===== config.mk =====
export PLATFORM = sky130hd
export DESIGN_NAME = bap_divider
export DESIGN_NICKNAME = d
export VERILOG_FILES = /design/src/hw/rtl/bap_pkg.sv /design/src/hw/rtl/bap_divider.sv
export SDC_FILE = /design/constraint.sdc
export NUM_CORES = 1
export LEC_CHECK = 0
export ABC_AREA = 1
export BUFFER_PORTS_ARGS = -buffer_cell sky130_fd_sc_hd__buf_4
export CAP_MARGIN = 15
export CORE_ASPECT_RATIO = 1.75
export CORE_MARGIN = 10
export CORE_UTILIZATION = 50
export CTS_CLUSTER_DIAMETER = 50
export DETAILED_ROUTE_END_ITERATION = 10
export GPL_TIMING_DRIVEN = 1
export HOLD_SLACK_MARGIN = 0.03
export PLACE_DENSITY = 0.83
export SLEW_MARGIN = 20
export SYNTH_ARGS = -nofsm -noshare
export SYNTH_HDL_FRONTEND = slang
export SYNTH_SLANG_ARGS = --single-unit

===== constraint.sdc =====
create_clock -name clk -period 5.68 [get_ports clk]
set_input_delay 1.42 -clock clk [delete_from_list [all_inputs] [get_ports clk]]
set_output_delay 1.42 -clock clk [all_outputs]
set_load 0.02 [all_outputs]

===== src/hw/rtl/bap_pkg.sv =====
// Package with payload types, register indexes and reset values for the block averager.
`default_nettype none
package bap_pkg;

    typedef struct packed {
        logic [7:0] blue;
        logic [7:0] green;
        logic [7:0] red;
        logic       frame_start;
    } pixel_t;

    typedef struct packed {
        logic [10:0] block_col;
        logic [10:0] block_row;
        logic [6:0]  block_width;
        logic [6:0]  block_height;
        logic [7:0]  avg_blue;
        logic [7:0]  avg_green;
        logic [7:0]  avg_red;
        logic        frame_done;
    } block_t;

    typedef enum logic [1:0] {
        REG_FRAME_WIDTH  = 2'd0,
        REG_FRAME_HEIGHT = 2'd1,
        REG_BLOCK_SIZE   = 2'd2
    } reg_index_t;

    localparam logic [11:0] RESET_WIDTH  = 12'd1280;
    localparam logic [11:0] RESET_HEIGHT = 12'd720;
    localparam logic [6:0]  RESET_BLOCK  = 7'd10;

    localparam int SUM_W   = 20;
    localparam int COUNT_W = 13;

    // Request from the accumulator to the divider.
    typedef struct packed {
        logic [SUM_W-1:0]   sum_blue;
        logic [SUM_W-1:0]   sum_green;
        logic [SUM_W-1:0]   sum_red;
        logic [COUNT_W-1:0] count;
        block_t             info;
    } div_req_t;

endpackage
`default_nettype wire


===== src/hw/rtl/bap_divider.sv =====
// Restoring divider for the three channel means with round-half-even and saturation.
`default_nettype none
module bap_divider (
    input  wire logic              clk,
    input  wire logic              rst_n,
    input  wire logic              start,
    input  wire bap_pkg::div_req_t req,
    output logic                   busy,
    output logic                   done,
    output bap_pkg::block_t        result
);
    localparam int SW = bap_pkg::SUM_W;
    localparam int CW = bap_pkg::COUNT_W;

    logic              busy_reg;
    logic [4:0]        step_reg;
    logic [SW-1:0]     num_reg [3];
    logic [SW-1:0]     quo_reg [3];
    logic [CW:0]       rem_reg [3];
    logic [CW-1:0]     den_reg;
    bap_pkg::block_t   info_reg;
    logic              done_reg;

    logic [CW:0]       trial [3];
    logic [CW+1:0]     twice [3];
    logic [SW-1:0]     qr    [3];
    logic [7:0]        avg   [3];

    always_comb
    begin
        for (int c = 0; c < 3; c++)
        begin
            trial[c] = {rem_reg[c][CW-1:0], num_reg[c][SW-1]};
            twice[c] = {rem_reg[c], 1'b0};
            qr[c]    = quo_reg[c];
            if (twice[c] > {2'b0, den_reg} ||
                (twice[c] == {2'b0, den_reg} && quo_reg[c][0]))
                qr[c] = quo_reg[c] + SW'(1);
            avg[c] = (qr[c] > SW'(255)) ? 8'd255 : qr[c][7:0];
        end
    end

    always_ff @(posedge clk or negedge rst_n)
    begin
        if (!rst_n)
        begin
            busy_reg <= 1'b0;
            done_reg <= 1'b0;
            step_reg <= '0;
        end
        else
        begin
            done_reg <= 1'b0;
            if (start && !busy_reg)
            begin
                busy_reg   <= 1'b1;
                step_reg   <= '0;
                num_reg[0] <= req.sum_blue;
                num_reg[1] <= req.sum_green;
                num_reg[2] <= req.sum_red;
                for (int c = 0; c < 3; c++)
                begin
                    quo_reg[c] <= '0;
                    rem_reg[c] <= '0;
                end
                den_reg  <= req.count;
                info_reg <= req.info;
            end
            else if (busy_reg)
            begin
                if (step_reg == 5'(SW))
                begin
                    busy_reg <= 1'b0;
                    done_reg <= 1'b1;
                end
                else
                begin
                    step_reg <= step_reg + 5'd1;
                    for (int c = 0; c < 3; c++)
                    begin
                        num_reg[c] <= {num_reg[c][SW-2:0], 1'b0};
                        if (trial[c] >= {1'b0, den_reg})
                        begin
                            rem_reg[c] <= trial[c] - {1'b0, den_reg};
                            quo_reg[c] <= {quo_reg[c][SW-2:0], 1'b1};
                        end
                        else
                        begin
                            rem_reg[c] <= trial[c];
                            quo_reg[c] <= {quo_reg[c][SW-2:0], 1'b0};
                        end
                    end
                end
            end
        end
    end

    always_comb
    begin
        result           = info_reg;
        result.avg_blue  = avg[0];
        result.avg_green = avg[1];
        result.avg_red   = avg[2];
    end

    assign busy = busy_reg;
    assign done = done_reg;
endmodule
`default_nettype wire


# Word level (Yosys, flattened, before mapping)
# Memories as Yosys holds them, arrays and structs flattened.
# Index checks and enable logic that the tools add are counted.
word_totals:
  regBits: 57
  ramBits: 162
  in_bits: 137
  out_inout_bits: 63
  word_cells: 131
  n_memories: 3
mem_list:
  columns: ["memory", "words", "width", "read_ports", "rd_clocked_by_memory_dff", "write_ports", "line_no", "text"]
  rows:
  - ["num_reg", 3, 20, 3, 0, 3, "bap_divider.sv:17", "logic [SW-1:0] num_reg [3];"]
  - ["quo_reg", 3, 20, 3, 0, 3, "bap_divider.sv:18", "logic [SW-1:0] quo_reg [3];"]
  - ["rem_reg", 3, 14, 3, 0, 3, "bap_divider.sv:19", "logic [CW:0] rem_reg [3];"]
classes:
  add_sub_neg: 7
  magnitude_cmp: 9
  eq_ne: 5
  muxes: 64
  n_bitwise: 15
  reduce_logical: 19
op_table:
  columns: ["cell", "n"]
  rows:
  - ["two-way mux 20 bit", 12]
  - ["two-way mux 14 bit", 6]
  - ["adder 20 x 1 -> 20 bit (second input constant)", 3]
  - ["> comparator 20 x 8 -> 1 bit (second input constant)", 3]
  - ["equality test 15 x 13 -> 1 bit", 3]
  - ["> comparator 15 x 13 -> 1 bit", 3]
  - [">= comparator 14 x 13 -> 1 bit", 3]
  - ["subtractor 14 x 13 -> 14 bit", 3]
  - ["two-way mux 1 bit", 40]
  - ["two-way mux 8 bit", 3]
  - ["two-way mux 5 bit", 3]
  - ["OR 1 bit", 15]
  - ["logical AND 1 bit", 12]
  - ["adder 5 x 1 -> 5 bit (second input constant)", 1]
  - ["equality test 5 bit (second input constant)", 1]
  - ["AND reduction 2 bit", 2]
  - ["logical OR 1 bit", 3]
  - ["!= test 2 bit (second input constant)", 1]
  - ["nonzero test 2 bit", 1]
  - ["zero test 1 bit", 1]

# Logic depth before layout (Yosys ltp)
# Gate-level depths: netlist of run 1.
# An unclocked memory read counts as a cell.
logic_depth:
  word_depth: 10
  depth_mapped: 17
  ltp_nobuf: 16

# Worst setup path after synthesis of run 1
# No wires, ideal clock.
synth_path:
  kind: "input-to-reg"
  start: "in start"
  end: "mem num_reg[0][0] in the netlist's numbering (enable)"
  setup_ns: 0.478
  t_arrival_ns: 4.163
  required_ns: 5.202
  slack_ns: 1.039
  cell_stages: 4
  path_buffers: 0
  cell_sequence: "nand2_1 > inv_1 > nor2_1 > nor2_1"
synth_rtl:
  columns: ["element", "line_no", "text"]
  rows:
  - ["from (decl)", "bap_divider.sv:6", "input wire logic start,"]
  - ["to (decl)", "bap_divider.sv:17", null]

==> results.md, run 1 <==
* CTS Buf Count at 22
* Clock slew at reported path FFs at 60 ps
* First DRT Iteration DRCs at between 600 and 700
* Post-DP HPWL at between 20000 and 25000 µm
* GRT Total Usage at between 10% and 20%
* Reg area at ~6500 µm²
* Worst-margin pin slew at about 930 ps
* CP Cell Sequence: inv_1, ha_1, nand2_1, inv_1, a21oi_1, nand2_1, nand2_1, nand2_4, nand2_4, inv_2, nand2_1, nand2_1, nor2_1, nand2_1, nor2_2, nand3_1, buf_4
* Sequential area share after synthesis at approximately half
* RR Startpoint: step_reg[0]
* Synth Cell Area at about 13000 µm²
* Setup Skew at ~26 ps
* Worst relative slew slack at 38.0%
* Pwr Density at ~430 nW/µm²
* Async SR Flop Fraction at about 3.2%
* Vias in the first global route at ~11000
* Commonest non-fill, non-tap cell in the layout: nand2_1
* CTS tree: done
* CP endpoint kind: primary output
* Comb pwr share at a little under two fifths
* Min-Delay Path Depth at 2
* Router iterations before antenna repair at 7
* Starting Density at between 50% and 60%
* Fillers at about 2200
* Switching pwr at 2.60 mW
* Diodes inserted at 0
* Number of enable flip-flop cells after synthesis at 211
* Startpoint types: flip-flop
* Yosys cell types at 45
* Clock Tree Root: clkbuf_16
* RR Endpoint: rem_reg[2][10]
* PostCTS Resize Cnt at 0
* Post-synthesis cell count at about 1600
* Vias per inst at ~5.3
* Unrepaired setup endpoints after global routing: false
* Die Ht at between 200 and 250 µm
* Crit-path max FO at 19
* Reg2Reg Depth at 10
* Post-layout nets at between 1500 and 2000
* Max-slew violations at 0
* Critical Path Slowest Stage Cell: edfxtp_1
* Clock power share at 23.1%
* Setup crit start: den_reg[5]
* IO buf count at approximately 180
* Pint at 4.10 mW
* Core Area at around 26000 µm²
* Share of layout cells above drive strength 1 at between 10% and 20%
* IO Pins at 200
* WL final at 32600 µm
* Synth Flop Type: edfxtp_1
* Crit path time final at between 4000 and 5000 ps
* CTS hold repair buffers at 0
* Most frequent cells in the layout: nand2_1, nor2_1, edfxtp_1, buf_4, inv_1
* Synth-to-layout area growth at 18.5%
* Hold crit path type: flip-flop to flip-flop
* H-tree Lvls at 1
* Vias at 11100
* Min-delay src: num_reg[0][1]
* Final Hold Vio Count at 0
* CTS sink count at about 220
* Critical path type: flip-flop to primary output
* Max-Cap Viols at 0
* Die Area at 33200 µm²
* Switching portion of total power at around 40%
* Maximum root-to-sink buffer count at 3
* Crit-path most repeated cell: nand2_1
* Final setup TNS at 0 ps
* Pin count of the biggest net entering global routing at 82
* Max incr delay on CP at between 300 and 400 ps
* Clk_lat worst skew at between 500 and 600 ps
* Setup violations, final at 0
* First-pass GRT wire length at 52800 µm
* Final period util at between 80% and 90%
* Status: finished, final reports clean
* Gpl congestion at about 1
* Max frequency at ~0.21 GHz
* Antenna-violating nets left at 0
* Share of total power in sequential cells at 38.8%
* WL/cell at between 15 and 20 µm
* Initial antenna violation count at 0
* Ys Warns at 0
* # rows at between 70 and 80
* DRC Markers at 0
* Die X at 142 µm
* Worst setup path endpoint: result[8]
* Worst vdd ir at ~0.00028 V
* WP data required at around 4300 ps
* Multi-input logic area at around 5700 µm²
* Leak Pwr at 7.03 nW
* Avg Cell Area, Syn at just over 8 µm²
* Post-synthesis net count at about 1800
* Total power at between 6 and 7 mW
* Setup bufs post-CTS at 0
* Synth Register Bits at between 200 and 250
* Global route overflow at 0
* WP data arrival at roughly 3400 ps
* R2R Setup Slk at between 2000 and 2500 ps
-- synthesized netlist by cell type, types with 3 or more instances --
library cell	count	share of area, %
o21bai_1	7	0.40
nand4_1	16	0.77
dfrtp_1	7	1.3
a31oi_1	4	0.19
o21ai_0	32	1.2
o22ai_1	4	0.19
nor2_2	5	0.24
nand3_1	91	3.5
edfxtp_1	211	49
nand2_4	3	0.26
nor3_1	11	0.42
nor3_2	3	0.23
inv_1	166	4.8
nand2_2	8	0.38
ha_1	44	4.2
clkbuf_1	16	0.46
fa_1	3	0.46
xnor2_1	17	1.1
nor2_4	5	0.43
xor2_1	54	3.6
or2_2	3	0.14
nand2_1	574	17
a21oi_1	33	1.3
nor2_1	226	6.5
buf_6	4	0.35
and2_1	5	0.24
buf_2	10	0.38
-- through the flow --
stage	hold WS (ps)	instances	worst slack (ps)	util, %	area [µm²]
3_3_place_gp	502	2060	1520	57.0	14700
3_5_place_dp	507	2060	1430	57.0	14700
2_1_floorplan	491	1588	1040	-	13000
4_1_cts	522	2100	840	59.9	15400
5_1_grt	535	2100	531	59.9	15400
6_report	521	2100	861	59.9	15400
-- area by class of cell --
type	instances	area share [%]
Clock buffer	28	3.84
Clock inverter	12	1.11
Inverter	169	4.13
Multi-Input combinational cell	1168	37.1
Sequential cell	219	42.3
Tap cell	320	2.59
Timing Repair Buffer	184	8.95
-- how the worst min path moves through the flow --
| stage | endpoint |
|---|---|
| 6_report | num_reg[0][2] |
| 5_1_grt | num_reg[0][4] |
| 4_1_cts | num_reg[0][1] |
| 3_5_place_dp | num_reg[0][1] |
| 3_3_place_gp | num_reg[0][5] |
| 2_1_floorplan | step_reg[0] |
-- power by group through the flow --
stage                     Clock (mW)  Sequential (mW)  Combinational (mW)
after floorplan                    0             2.57                1.95
after global placement             0             2.60                2.46
after detailed placement           0             2.62                2.54
after CTS                       1.57             2.59                2.56
after global routing            1.63             2.64                2.92
final                           1.54             2.60                2.56
-- metal layers --
metal	track usage [%]	wire length, µm	vias to the layer above
li1	-	-	5470
met1	19.2	11500	5157
met2	35.7	17400	365
met3	2.75	1530	129
met4	13.7	2230	0
met5	0	0	-
-- cells by family (layout without fill, tap and decap cells) --
family,Yosys count,count (layout),share of synthesized area (%)
DFF,219,219,50.1
buffers and inverters,201,393,6.14
adders and majority gates,47,47,4.69
AOI/OAI and AO/OA,93,93,4.02
and+or+nand+nor,957,957,30.2
xor gates and xnor gates,71,71,4.77
-- worst max-delay path, delay by kind of cell, from the launching register on --
kind,cells,cell delay (ps)
AOI/OAI and AO/OA,1,280
and+or+nand+nor,11,1300
buffers and inverters,4,580
DFF,1,360
adders and majority gates,1,340
Note: power is estimated with default switching activity, not from simulation.
==> run 2, diff against run 1 <==
==> constraint.sdc (replaced) <==
create_clock -name clk -period 4.8 [get_ports clk]
set_input_delay 1.2 -clock clk [delete_from_list [all_inputs] [get_ports clk]]
set_output_delay 1.2 -clock clk [all_outputs]
set_load 0.02 [all_outputs]
==> run 2 against run 1 <==
Non-clock buffer count fell by 1. Clock power rose by 11%. Hold slack got worse by 15 ps. Register-to-register slack got worse by 780 ps. Die area did not move. Cell area fell by 0.38%. Highest routed layer unchanged.
==> results.md, run 2 (same netlist as run 1, synthesis figures left out) <==
* Max incr delay on CP at approximately 370 ps
* Switching portion of total power at 38.9%
* Vias in the first global route at 11000
* # rows at around 80
* Crit-path most repeated cell: nand2_1
* Critical Path Slowest Stage Cell: edfxtp_1
* First DRT Iteration DRCs at 661
* Max frequency at about 0.22 GHz
* Cell Area, Placed at 14700 µm²
* Max-Cap Viols at 0
* Worst vdd ir at 0.000369 V
* Pwr Density at between 500 and 600 nW/µm²
* GRT Total Usage at around a fifth
* Diodes inserted at 0
* Fillers at between 2000 and 2500
* Initial antenna violation count at 0
* Router iterations before antenna repair at 5
* Final period util at 94.4%
* Layout Cells excl Fill at ~2100
* Status: finished, final reports clean
* DRC Markers at 0
* Setup ws final at roughly 270 ps
* Clk_lat worst skew at 520 ps
* First-pass GRT wire length at 53300 µm
* Synth-to-layout area growth at 18.1%
* Starting Density at around half
* Most frequent cells in the layout: nand2_1, nor2_1, edfxtp_1, buf_4, inv_1
* Commonest non-fill, non-tap cell in the layout: nand2_1
* Crit path buf inv count at 3
* Total power at 7.81 mW
* Gpl congestion at slightly above 0.9
* WL/cell at 15.6 µm
* Core Area at between 20000 and 30000 µm²
* Setup Skew at 16.3 ps
* Post-layout nets at 1946
* Vias per inst at approximately 5.2
* Clock power share at 21.9%
* WP data arrival at around 3300 ps
* Final Hold Vio Count at 0
* Startpoint types: flip-flop
* CTS Buf Count at 21
* RR Startpoint: den_reg[3]
* Reg2Reg Depth at 12
* IO buf count at between 150 and 200
* Setup violations, final at 0
* Dpl cells at about 2100
* Setup bufs post-CTS at 0
* Critical path type: flip-flop to primary output
* Worst relative slew slack at roughly 32%
* CP endpoint kind: primary output
* Share of total power in sequential cells at 39.2%
* Maximum root-to-sink buffer count at 3
* Pin count of the biggest net entering global routing at about 100
* RR Endpoint: rem_reg[1][2]
* WL final at around 33000 µm
* Global route overflow at 0
* Hold crit path type: input pin to asynchronous set/reset pin
* Clock Tree Root: clkbuf_16
* Antenna-violating nets left at 0
* Die Ht at ~230 µm
* Die Area at approximately 33000 µm²
* Cell family with most CP delay: simple AND/OR/NAND/NOR gates
* R2R Setup Slk at ~1600 ps
* Switching pwr at around 3.0 mW
* CTS sink count at ~220
* H-tree Lvls at 1
* Clock slew at reported path FFs at about 70 ps
* IO Pins at 200
* Die X at around 140 µm
* Max-slew violations at 0
* Comb pwr share at about two fifths
* Leak Pwr at about 7 nW
* DP Worst Slack at just under 800 ps
* Final Cell Area at roughly 15000 µm²
* CP Cell Sequence: inv_1, ha_1, nand2_1, nand2_1, nand2_1, nand2_1, a21oi_1, nand2_4, nand2_4, inv_2, nand2_1, nand2_1, nor2_1, nand2_1, nor2_2, nand3_1, buf_4
* Pint at 4.78 mW
* CTS tree: done
* Share of layout cells above drive strength 1 at between 10% and 20%
* Crit path time final at 4530 ps
* WP data required at 3600 ps
* Crit-path max FO at 19
* Post-DP HPWL at 24800 µm
* Worst-margin pin slew at 1020 ps
* Vias at approximately 11000
## run 2: layout make-up
| type | instances | area, µm² | share of cell area [%] |
|---|---|---|---|
| Multi-Input combinational cell | 1168 | 5740 | 37.3 |
| Tap cell | 320 | 400 | 2.60 |
| Clock inverter | 9 | 104 | 0.675 |
| Clock buffer | 29 | 596 | 3.87 |
| Inverter | 169 | 638 | 4.15 |
| Sequential cell | 219 | 6530 | 42.5 |
| Timing Repair Buffer | 183 | 1370 | 8.93 |
## run 2: stage by stage
stage / TNS [ps] / util (%) / hold WS [ps]
after global routing: -0.00178 / 59.7 / 493
after CTS: 0 / 59.6 / 489
after detailed placement: 0 / 56.9 / 507
after global placement: 0 / 56.9 / 499
after floorplan: 0 / - / 491
final: 0 / 59.7 / 506
## run 2: repair_timing
item                       CTS  global route
setup endpoints to repair    0            16
hold buffers                 0             0
gates resized for setup      0             3
## run 2: how the worst max path moves through the flow
stage,depth (start not counted),start,slack (ps),end
3_3_place_gp,17,den_reg[6],850,result[8]
3_5_place_dp,15,den_reg[6],780,result[6]
5_1_grt,17,den_reg[12],-0.002,result[16]
2_1_floorplan,4,start,380,num_reg[0][0]
4_1_cts,15,den_reg[6],210,result[6]
6_report,17,den_reg[8],270,result[6]
## run 2: metal layers
| metal | track usage [%] | vias to the layer above | wire [µm] |
|---|---|---|---|
| met2 | 37.0 | 305 | 17900 |
| met4 | 11.0 | 0 | 1770 |
| li1 | - | 5467 | - |
| met3 | 2.70 | 94 | 1470 |
| met1 | 19.8 | 5047 | 11600 |
| met5 | 0 | - | 0 |
## run 2: power by group through the flow
stage	sequential [mW]	clock (mW)	combinational, mW
final	3.06	1.71	3.04
after global routing	3.12	1.82	3.46
after CTS	3.06	1.75	3.03
after detailed placement	3.10	0	3.01
after global placement	3.08	0	2.94
after floorplan	3.04	0	2.30
## run 2: worst register-to-register path, cell delays in order (launching register included)
cell,delay (ps)
edfxtp_1,360
inv_1,150
ha_1,350
inv_1,130
o21bai_1,80
nor2_1,320
o21bai_1,200
nand2_1,100
nand3_1,120
nor2_1,100
nand3_1,670
nor2_1,310
nor2_1,80
==> run 3, diff against run 2 <==
--- a/config.mk
+++ b/config.mk
@@ -8,14 +8,16 @@
 export ABC_AREA = 1
 export BUFFER_PORTS_ARGS = -buffer_cell sky130_fd_sc_hd__buf_4
 export CAP_MARGIN = 15
+export CELL_PAD_IN_SITES_DETAIL_PLACEMENT = 2
+export CELL_PAD_IN_SITES_GLOBAL_PLACEMENT = 2
 export CORE_ASPECT_RATIO = 1.75
 export CORE_MARGIN = 10
-export CORE_UTILIZATION = 50
+export CORE_UTILIZATION = 34
 export CTS_CLUSTER_DIAMETER = 50
 export DETAILED_ROUTE_END_ITERATION = 10
 export GPL_TIMING_DRIVEN = 1
 export HOLD_SLACK_MARGIN = 0.03
-export PLACE_DENSITY = 0.83
+export PLACE_DENSITY = 0.91
 export SLEW_MARGIN = 20
 export SYNTH_ARGS = -nofsm -noshare
 export SYNTH_HDL_FRONTEND = slang
==> run 3 against run 2 <==
Fmax down 3.2%. Cell count increased by 8.5%. Largest power group is now combinational cells. Largest cell class unchanged. Clock power grew 23%. Sequential share of layout area fell by 1.6 points. Cell area increased by 4.0%.
==> results.md, run 3 (same netlist as run 1, synthesis figures left out) <==
* Status: finished, final reports clean
* CP Cell Sequence: inv_4, ha_2, nand2_1, inv_1, a21oi_2, nand2_1, nand2_1, nand2_2, buf_12, nand3b_1, nand2_1, nor2_1, nand2_1, nor2_4, nand3_1, buf_4
* First DRT Iteration DRCs at between 300 and 400
* Most frequent cells in the layout: nand2_1, nor2_1, edfxtp_1, buf_4, inv_1
* Core Area at between 30000 and 40000 µm²
* Global route overflow at 0
* Setup Skew at roughly 8.7 ps
* Total power at 8.74 mW
* Gpl congestion at 0.875
* Clock slew at reported path FFs at ~70 ps
* CTS hold repair buffers at 0
* Vias at 11700
* Worst vdd ir at approximately 0.00030 V
* Vias in the first global route at about 14000
* Final Hold Vio Count at 0
* Diodes inserted at 0
* WL/cell at 21.3 µm
* Clk_lat worst skew at 550 ps
* Pin count of the biggest net entering global routing at between 80 and 90
* Max-Cap Viols at 0
* Clock power share at between 20% and 30%
* Final setup TNS at 0 ps
* Worst relative slew slack at 28.1%
* RR Startpoint: den_reg[3]
* Crit-path most repeated cell: nand2_1
* Worst-margin pin slew at 1080 ps
* RR Endpoint: rem_reg[1][7]
* H-tree Lvls at 1
* Pwr Density at 546 nW/µm²
* Post-DP HPWL at ~35000 µm
* CTS tree: done
* CTS sink count at about 220
* Router iterations before antenna repair at 7
* # rows at 94
* Clock Tree Root: clkbuf_16
* Switching pwr at 3.62 mW
* WP data arrival at 3480 ps
* Hold_ws at approximately 500 ps
* Die Area at 46800 µm²
* WL final at around 49000 µm
* Maximum root-to-sink buffer count at 3
* Post-layout nets at between 1500 and 2000
* IO Pins at 200
* Critical path type: flip-flop to primary output
* Reg2Reg Depth at 12
* Antenna-violating nets left at 0
* Max Used Layer: met4
* DR WL met2 at 27800 µm
* Die Ht at about 280 µm
* Crit path time final at around 4700 ps
* Share of total power in sequential cells at 35.6%
* Comb pwr share at around two fifths
* Setup violations, final at 0
* DRC Markers at 0
* Leak Pwr at between 7 and 8 nW
* First-pass GRT wire length at ~75000 µm
* Commonest non-fill, non-tap cell in the layout: nand2_1
* WP data required at 3600 ps
* Max-slew violations at 0
* Vias per inst at 5.14
* DRT met1 WL at around 17000 µm
* Crit-path max FO at 8
* IO buf count at between 150 and 200
* Critical Path Slowest Stage Cell: edfxtp_1
* Switching portion of total power at a little over 40%
* Hold crit path type: input pin to asynchronous set/reset pin
* Die X at roughly 170 µm
* Max frequency at about 0.21 GHz
* Synth-to-layout area growth at 22.8%
* R2R Setup Slk at 1040 ps
* Share of layout cells above drive strength 1 at 16.5%
* Starting Density at around 35%
* Initial antenna violation count at 0
* Metal3 WL at about 1300 µm
* GRT Total Usage at ~20%
* Pint at about 5.1 mW
* CTS Buf Count at 26
* Max incr delay on CP at 460 ps
* CP endpoint kind: primary output
* Final period util at between 90% and 100%
* Startpoint types: flip-flop
run 3: cell types whose count changed in the layout (fill, tap and decap cells not counted), sizes merged:
cell,before,now
inv,170,173
clkinvlp,1,0
clkinv,5,9
clkbuf,29,32
buf,183,192
bufinv,2,3
run 3: timing repair:
| item | in CTS | in global routing |
|---|---|---|
| pin swaps | 0 | 6 |
| setup buffers | 0 | 8 |
| resized for setup | 7 | 29 |
| setup endpoints to repair | 24 | 24 |
run 3: worst max-delay path by stage:
stage | startpoint | to | slack [ps] | cells after the start
2_1_floorplan | start | num_reg[0][0] | 380 | 4
3_3_place_gp | den_reg[6] | result[8] | 630 | 17
3_5_place_dp | den_reg[6] | result[11] | 370 | 17
4_1_cts | den_reg[12] | result[11] | 3 | 17
5_1_grt | den_reg[6] | result[11] | -50 | 17
6_report | den_reg[6] | result[14] | 120 | 16
run 3: power groups by stage:
stage,sequential [mW],combinational [mW],clock (mW)
after floorplan,3.04,2.30,0
after global placement,3.10,3.05,0
after detailed placement,3.14,3.31,0
after CTS,3.12,3.41,2.15
after global routing,3.17,3.95,2.21
final,3.11,3.52,2.10
run 3: worst max-delay path, delay by kind of cell, from the launching register on:
| kind | cells | cell delay, ps |
|---|---|---|
| flops | 1 | 460 |
| buf+inv | 4 | 620 |
| simple gates | 10 | 1340 |
| compound gates | 1 | 190 |
| fa+ha+maj | 1 | 330 |
run 3: metal layers:
metal / vias to the layer above / GRT usage, %
met3: 122 / 2.21
met2: 260 / 39.6
li1: 5494 / -
met4: 0 / 11.8
met1: 5832 / 18.6
met5: - / 0
run 3: final cells by class:
class | instances | area [µm²]
fill | 4184 | 21800
clock inverter | 16 | 174
sequential | 219 | 6530
timing repair buffer | 192 | 1470
tap | 480 | 601
multi-input combinational | 1168 | 5860
inverter | 169 | 644
clock buffer | 32 | 724
run 3: stage by stage:
step	util (%)	instances	instance area [µm²]	setup slack (ps)
after floorplan	-	1588	13000	379
after global placement	39.4	2219	14900	629
after detailed placement	39.4	2219	14900	373
after CTS	41.9	2267	15800	2.52
after global routing	42.4	2276	16000	-49.7
final	42.4	2276	16000	118
